`config.mk`:
```
export PLATFORM = sky130hd
export DESIGN_NAME = pfdf_cfg
export DESIGN_NICKNAME = d
export VERILOG_FILES = /design/src/rtl/pfdf_pkg.sv /design/src/rtl/pfdf_cfg.sv
export SDC_FILE = /design/constraint.sdc
export NUM_CORES = 1
export LEC_CHECK = 0
export BUFFER_PORTS_ARGS = -buffer_cell sky130_fd_sc_hd__buf_2
export CELL_PAD_IN_SITES_DETAIL_PLACEMENT = 0
export CELL_PAD_IN_SITES_GLOBAL_PLACEMENT = 2
export CORE_MARGIN = 2
export CORE_UTILIZATION = 27
export CTS_CLUSTER_DIAMETER = 200
export DETAILED_ROUTE_END_ITERATION = 12
export PLACE_DENSITY = 0.79
export SLEW_MARGIN = 40
export SYNTH_ARGS = -nofsm -noshare
export SYNTH_HDL_FRONTEND = slang
export SYNTH_SLANG_ARGS = --single-unit
```
`constraint.sdc`:
```
create_clock -name clk -period 5.2 [get_ports clk]
set_input_delay 0.26 -clock clk [delete_from_list [all_inputs] [get_ports clk]]
set_output_delay 0.26 -clock clk [all_outputs]
set_load 0.05 [all_outputs]
```
`src/rtl/pfdf_pkg.sv`:
```
// Types, constants and fixed-point helpers shared by the degradation function unit.
// Used by pfdf_cfg and phase_field_degradation_function_unit; depends on nothing.
`default_nettype none

package pfdf_pkg;

    localparam int FRAC_BITS = 16;
    localparam int PH_W      = 24;
    localparam int OUT_W     = 25;
    localparam int TDO_W     = ((3 * OUT_W + 7) / 8) * 8;
    localparam int UW        = FRAC_BITS + 1;
    localparam int OPW       = FRAC_BITS + 4;
    localparam int WW        = (OPW + 9 > OUT_W + 1) ? OPW + 9 : OUT_W + 1;
    localparam int CW        = ((PH_W > UW) ? PH_W : UW) + 1;
    localparam int NCH       = 15;
    localparam int NST       = NCH + 5;
    localparam int AW        = 4;
    localparam int DW        = 32;
    localparam int ONE_INT   = 1 << FRAC_BITS;
    localparam int HALF_INT  = 1 << (FRAC_BITS - 1);
    localparam int SH_UP     = (FRAC_BITS >= 16) ? FRAC_BITS - 16 : 0;
    localparam int SH_DN     = (FRAC_BITS >= 16) ? 0 : 16 - FRAC_BITS;
    localparam int RND_INT   = (SH_DN > 0) ? (1 << (SH_DN - 1)) : 0;
    localparam int OUT_MAX_I = (1 << (OUT_W - 1)) - 1;
    localparam int OUT_MIN_I = -(1 << (OUT_W - 1));

    typedef logic [UW-1:0]           uv_t;
    typedef logic signed [OPW-1:0]   op_t;
    typedef logic signed [WW-1:0]    wide_t;
    typedef logic signed [OUT_W-1:0] res_t;

    localparam uv_t ONE  = uv_t'(ONE_INT);
    localparam uv_t TH20 = uv_t'((2 * ONE_INT + 5) / 10);
    localparam uv_t TH50 = uv_t'(ONE_INT / 2);
    localparam uv_t TH80 = uv_t'((8 * ONE_INT + 5) / 10);

    typedef enum logic [3:0] {
        MODE_NONE     = 4'd0,
        MODE_LIN      = 4'd1,
        MODE_LIN_NR   = 4'd2,
        MODE_QUAD     = 4'd3,
        MODE_QUAD_NR  = 4'd4,
        MODE_CUBIC    = 4'd5,
        MODE_CUBIC_NR = 4'd6,
        MODE_POWER    = 4'd7,
        MODE_CZM      = 4'd8,
        MODE_STEP20   = 4'd9,
        MODE_STEP50   = 4'd10,
        MODE_STEP80   = 4'd11
    } mode_t;

    typedef enum logic [1:0] {
        REG_MODE  = 2'd0,
        REG_K0    = 2'd1,
        REG_POWER = 2'd2
    } reg_idx_t;

    typedef struct packed {
        logic [3:0] mode;
        uv_t        k0;
        uv_t        km;
        logic [3:0] power;
        logic [7:0] coef;
    } cfg_t;

    typedef struct packed {
        uv_t u;
        uv_t phc;
        uv_t pw;
        uv_t u2;
        uv_t u3;
        uv_t e0;
        uv_t e1;
        uv_t e2;
    } chain_t;

    typedef struct packed {
        op_t dop;
        op_t sop;
        op_t cop;
        uv_t u;
        uv_t u2;
        uv_t u3;
        uv_t phc;
    } opnd_t;

    typedef struct packed {
        wide_t d;
        wide_t s;
        wide_t c;
        logic  bad;
    } scl_t;

    typedef struct packed {
        res_t deg;
        res_t slp;
        res_t crv;
        logic bad;
    } out_t;

    // rounded product, halves away from zero
    function automatic op_t fmul(op_t a, op_t b);
        logic             neg;
        logic [OPW-1:0]   ma;
        logic [OPW-1:0]   mb;
        logic [2*OPW-1:0] pr;
        logic [2*OPW-1:0] rr;
        neg = a[OPW-1] ^ b[OPW-1];
        ma  = a[OPW-1] ? unsigned'(-a) : unsigned'(a);
        mb  = b[OPW-1] ? unsigned'(-b) : unsigned'(b);
        pr  = {{OPW{1'b0}}, ma} * {{OPW{1'b0}}, mb};
        rr  = (pr + (2*OPW)'(HALF_INT)) >> FRAC_BITS;
        return neg ? -signed'(rr[OPW-1:0]) : signed'(rr[OPW-1:0]);
    endfunction

    function automatic op_t op_of(uv_t x);
        return signed'({{(OPW-UW){1'b0}}, x});
    endfunction

    function automatic wide_t wd(op_t x);
        return signed'({{(WW-OPW){x[OPW-1]}}, x});
    endfunction

    function automatic uv_t pw_mul(uv_t a, uv_t b);
        op_t r;
        r = fmul(op_of(a), op_of(b));
        return r[UW-1:0];
    endfunction

    function automatic uv_t k0_of(logic [15:0] rs);
        logic [16:0] t;
        t = ({1'b0, rs} + 17'(RND_INT)) >> SH_DN;
        if (FRAC_BITS >= 16)
        begin
            return uv_t'(rs) << SH_UP;
        end
        return uv_t'(t);
    endfunction

    function automatic res_t sat(wide_t v);
        if (v > wide_t'(OUT_MAX_I))
        begin
            return res_t'(OUT_MAX_I);
        end
        if (v < wide_t'(OUT_MIN_I))
        begin
            return res_t'(OUT_MIN_I);
        end
        return v[OUT_W-1:0];
    endfunction

endpackage

`default_nettype wire

```
`src/rtl/pfdf_cfg.sv`:
```
// Configuration register file on an APB-style port: mode, residual stiffness, power order.
// Depends on pfdf_pkg; presents the decoded settings as one cfg_t.
`default_nettype none

module pfdf_cfg
    import pfdf_pkg::*;
(
    input  wire logic          clk,
    input  wire logic          rst_n,
    input  wire logic          psel,
    input  wire logic          penable,
    input  wire logic          pwrite,
    input  wire logic [AW-1:0] paddr,
    input  wire logic [DW-1:0] pwdata,
    output logic      [DW-1:0] prdata,
    output cfg_t               cfg
);

    logic [3:0]  mode_reg;
    logic [15:0] k0_reg;
    logic [3:0]  power_reg;
    logic [7:0]  coef_reg;
    logic [7:0]  coef_next;
    logic [1:0]  idx;
    logic        wr;
    uv_t         k0;

    assign idx = paddr[3:2];
    assign wr  = psel && penable && pwrite;

    always_ff @(posedge clk or negedge rst_n)
    begin
        if (!rst_n)
        begin
            mode_reg  <= MODE_QUAD;
            k0_reg    <= '0;
            power_reg <= 4'd2;
            coef_reg  <= 8'd2;
        end
        else
        begin
            coef_reg <= coef_next;
            if (wr && idx == REG_MODE)
            begin
                mode_reg <= pwdata[3:0];
            end
            if (wr && idx == REG_K0)
            begin
                k0_reg <= pwdata[15:0];
            end
            if (wr && idx == REG_POWER)
            begin
                power_reg <= pwdata[3:0];
            end
        end
    end

    // p*(p-1); zero for p of 0 or 1
    assign coef_next = 8'({4'd0, power_reg} * ({4'd0, power_reg} - 8'd1));

    always_comb
    begin
        unique case (idx)
            REG_MODE:  prdata = {{(DW-4){1'b0}}, mode_reg};
            REG_K0:    prdata = {{(DW-16){1'b0}}, k0_reg};
            REG_POWER: prdata = {{(DW-4){1'b0}}, power_reg};
            default:   prdata = '0;
        endcase
    end

    assign k0        = k0_of(k0_reg);
    assign cfg.mode  = mode_reg;
    assign cfg.k0    = k0;
    assign cfg.km    = ONE - k0;
    assign cfg.power = power_reg;
    assign cfg.coef  = coef_reg;

endmodule

`default_nettype wire

```
==> results by group <==
Status
  • Status: finished clean

Cells and area
  • Max FFs per register: 16
  • Register area: 780.7 um2
  • Share of cells above drive strength 1: 42.07%
  • P&R area growth vs syn: 22.94%
  • Final #Nets: 377
  • Fillers: 910
  • Footprint of the multi-input gates: 1419 um2
  • Post-layout util: 34.00%
  • ANT cells: 0

Clocking
  • Worst skew pair latency: 0.28 ns
  • Post-cts resize count: 0
  • Clk slew on worst S/H paths: 0.06 ns
  • Inserted Clock Buffers: 5
  • Root Buffer: clkbuf_8
  • Clock Path Buffers: 2
  • H-tree levels: 2
  • TritonCTS clock tree: done
  • Sink Count: 31
  • CTS Hold Bufs: 0
  • Post-CTS Setup Inserts: 0

Setup path
  • Crit path cell chain: or3_1 -> ha_1 -> nand2b_1 -> fa_1 -> fa_1 -> fa_1 -> inv_1 -> fa_1 -> a21o_1 -> a21oi_1 -> xnor2_1
  • Slowest-stage cell, CP: dfrtp_1
  • WS Path Type: reg -> reg
  • Cell family with most CP delay: adder cells
  • Crit path capture type: flop
  • Critical path arrival: 4.18 ns
  • Critical Path Start: power_reg[2]
  • RR Startpoint: power_reg[2]
  • Most frequent CP cell: fa_1
  • Crit start category: flop
  • CP bufs+invs: 1
  • Crit-path max FO: 12
  • Max incr delay on CP: 0.51 ns
  • Critical Path RT: 5.40 ns

Synthesis
  • Number of synthesized register bits: 31
  • Adder-cell share of the synthesized area: 16.87%
  • Mux share of post-synthesis cell area: 13.46%
  • Post-synthesis cell count: 221
  • Synth top cells by count: 27 x dfrtp_1, 25 x mux2_2, 21 x ha_1, 21 x inv_1, 20 x buf_4
  • Xor and xnor area share after synthesis: 7.177%
  • Simple-Gate Fraction of Synth Area: 16.82%
  • Largest family of logic cells by synthesized area: adder cells
  • Synth Warn #: 0
  • Post-synth top area share: 28.29%
  • Sequential element share of the synthesized area: 32.69%
  • Synth area leader: dfrtp_1
  • Ranking of synthesized cells by area: dfrtp_1 28%, mux2_2 12%, ha_1 11%
  • Top FF cell, synth: dfrtp_1
  • Leading cell type by number of instances after synthesis: dfrtp_1
  • Number of synthesized flops with an enable pin: 0
  • Unique masters post-synth: 38
  • FFs w/ async S/R, synth: 100.0%
  • Synthesized area: 2389 um2
  • Mean Syn Cell Area: 10.81 um2
  • Compound-Gate Fraction of Synth Area: 2.252%

STA
  • Finish-stage setup viols: 0
  • Final worst slack: 1.216 ns
  • Skew final: 0.001708 ns
  • Slew Limit Fails: 0
  • Worst relative slew slack: 52.77%
  • RSZ-0062 raised after global routing: false
  • Final hold vios: 0
  • Fin crit share: 76.62%
  • Final hold slack: 0.02727 ns
  • Final min period: 3.984 ns
  • Slew @ Worst Pin: 0.7085 ns
  • TNS Setup: 0 ns
  • Fmax: 0.2510 GHz

Flow run
  • Number of max-cap violations: 0

Die
  • Die Span Y: 98.06 um
  • DIE AREA: 9615 um2
  • Initial Util: 27.66%
  • Die W: 98.06 um
  • Area of the core: 8636 um2
  • # IOs: 123
  • Core Rows: 34

Drt
  • Routed wire length: 5252 um
  • Detail Route Antenna Nets: 0
  • Drt first pass iters: 4
  • Mean number of vias per cell: 4.357
  • Via count: 1817
  • Detailed router's first-iteration violation count: 45
  • # DRC: 0
  • WL/cell: 12.59 um

Placement
  • Port Buffer Count: 86
  • Pre-CTS setup slack: 1.197 ns
  • Hpwl dp: 4133 um
  • RePlAce Congestion: 0.7155

Global route
  • Vias in the first global route: 1738
  • All-Layer GR Usage: 11.33%
  • Total grt overflow: 0
  • Pin count of the biggest net entering global routing: 32
  • Initial antenna violation count: 0
  • Global-route wire length before repair: 8790 um

Power and ir drop
  • Leakage: 1.502 nW
  • Total power: 0.001590 W
  • Peak supply drop: 0.0001189 V
  • Pwr dens: 541.3 nW/um2

Min path
  • Worst min path class: in -> async
==> report_power, final <==
part,total [W],leakage (nW),internal (W),switching [W]
clock,0.000181,0.0422,0.0000938,0.0000872
combinational,0.000997,1.09,0.000282,0.000715
sequential,0.000412,0.373,0.000319,0.0000923
==> worst reg2reg max path, cell delays in order (launching register included) <==
cell and delay (ns):
dfrtp_1 0.51, or3_1 0.42, ha_1 0.29, nand2b_1 0.16
fa_1 0.50, fa_1 0.51, fa_1 0.49, inv_1 0.07
fa_1 0.45, a21o_1 0.19, a21oi_1 0.17, xnor2_1 0.14
==> final timing paths <==
check	slack, ns	to	cells after the start
hold / removal	0.03	k0_reg[5]	1
setup / recovery	1.22	coef_reg[7]	11
max in group asynchronous	4.71	coef_reg[5]	1
setup reg to reg	1.22	coef_reg[7]	11
min in group clk	0.21	k0_reg[12]	2
hold reg to reg	0.54	mode_reg[2]	1
==> routing by layer <==
metal	vias up	GRT usage [%]	share of wire (%)
li1	871	-	-
met1	864	14.20	44
met2	76	19.07	48
met3	6	2.720	6.8
met4	0	3.953	1.4
met5	-	0	0
==> area by class of cell <==
type,count,area share [%]
repair buffers,87,15.04
flip-flops and latches,31,26.59
clock buffers,7,2.599
inverters,21,2.684
multi-input cells,162,48.32
well taps,108,4.602
clock inverters,1,0.1704
==> per-stage QoR <==
stage	instances	instance area [um2]
6_report	417	2937
5_1_grt	417	2937
4_1_cts	416	2925
3_5_place_dp	408	2844
3_3_place_gp	408	2844
2_1_floorplan	238	2452
==> kinds of logic (layout without fill, tap and decap cells) <==
logic type               Yosys count  in the layout
buffers and inverters             45            116
adder cells (fa/ha/maj)           28             28
AO/OA/AOI/OAI                      9              9
AND/OR/NAND/NOR                   60             60
multiplexers                      29             29
flip-flops                        31             31
other                              1             18
XOR/XNOR                          18             18
==> layout by cell type, fill, tap and decap left out, types with 5 or more instances in the layout <==
cell and count:
and2_1 15, buf_2 86, clkbuf_8 5, conb_1 18, dfrtp_1 27, fa_1 7, ha_1 21, inv_1 21
mux2_2 25, nand2_1 7, nor2_1 7, nor2b_1 7, xnor2_1 6, xor2_1 11
(Power assumes the default switching activity.)
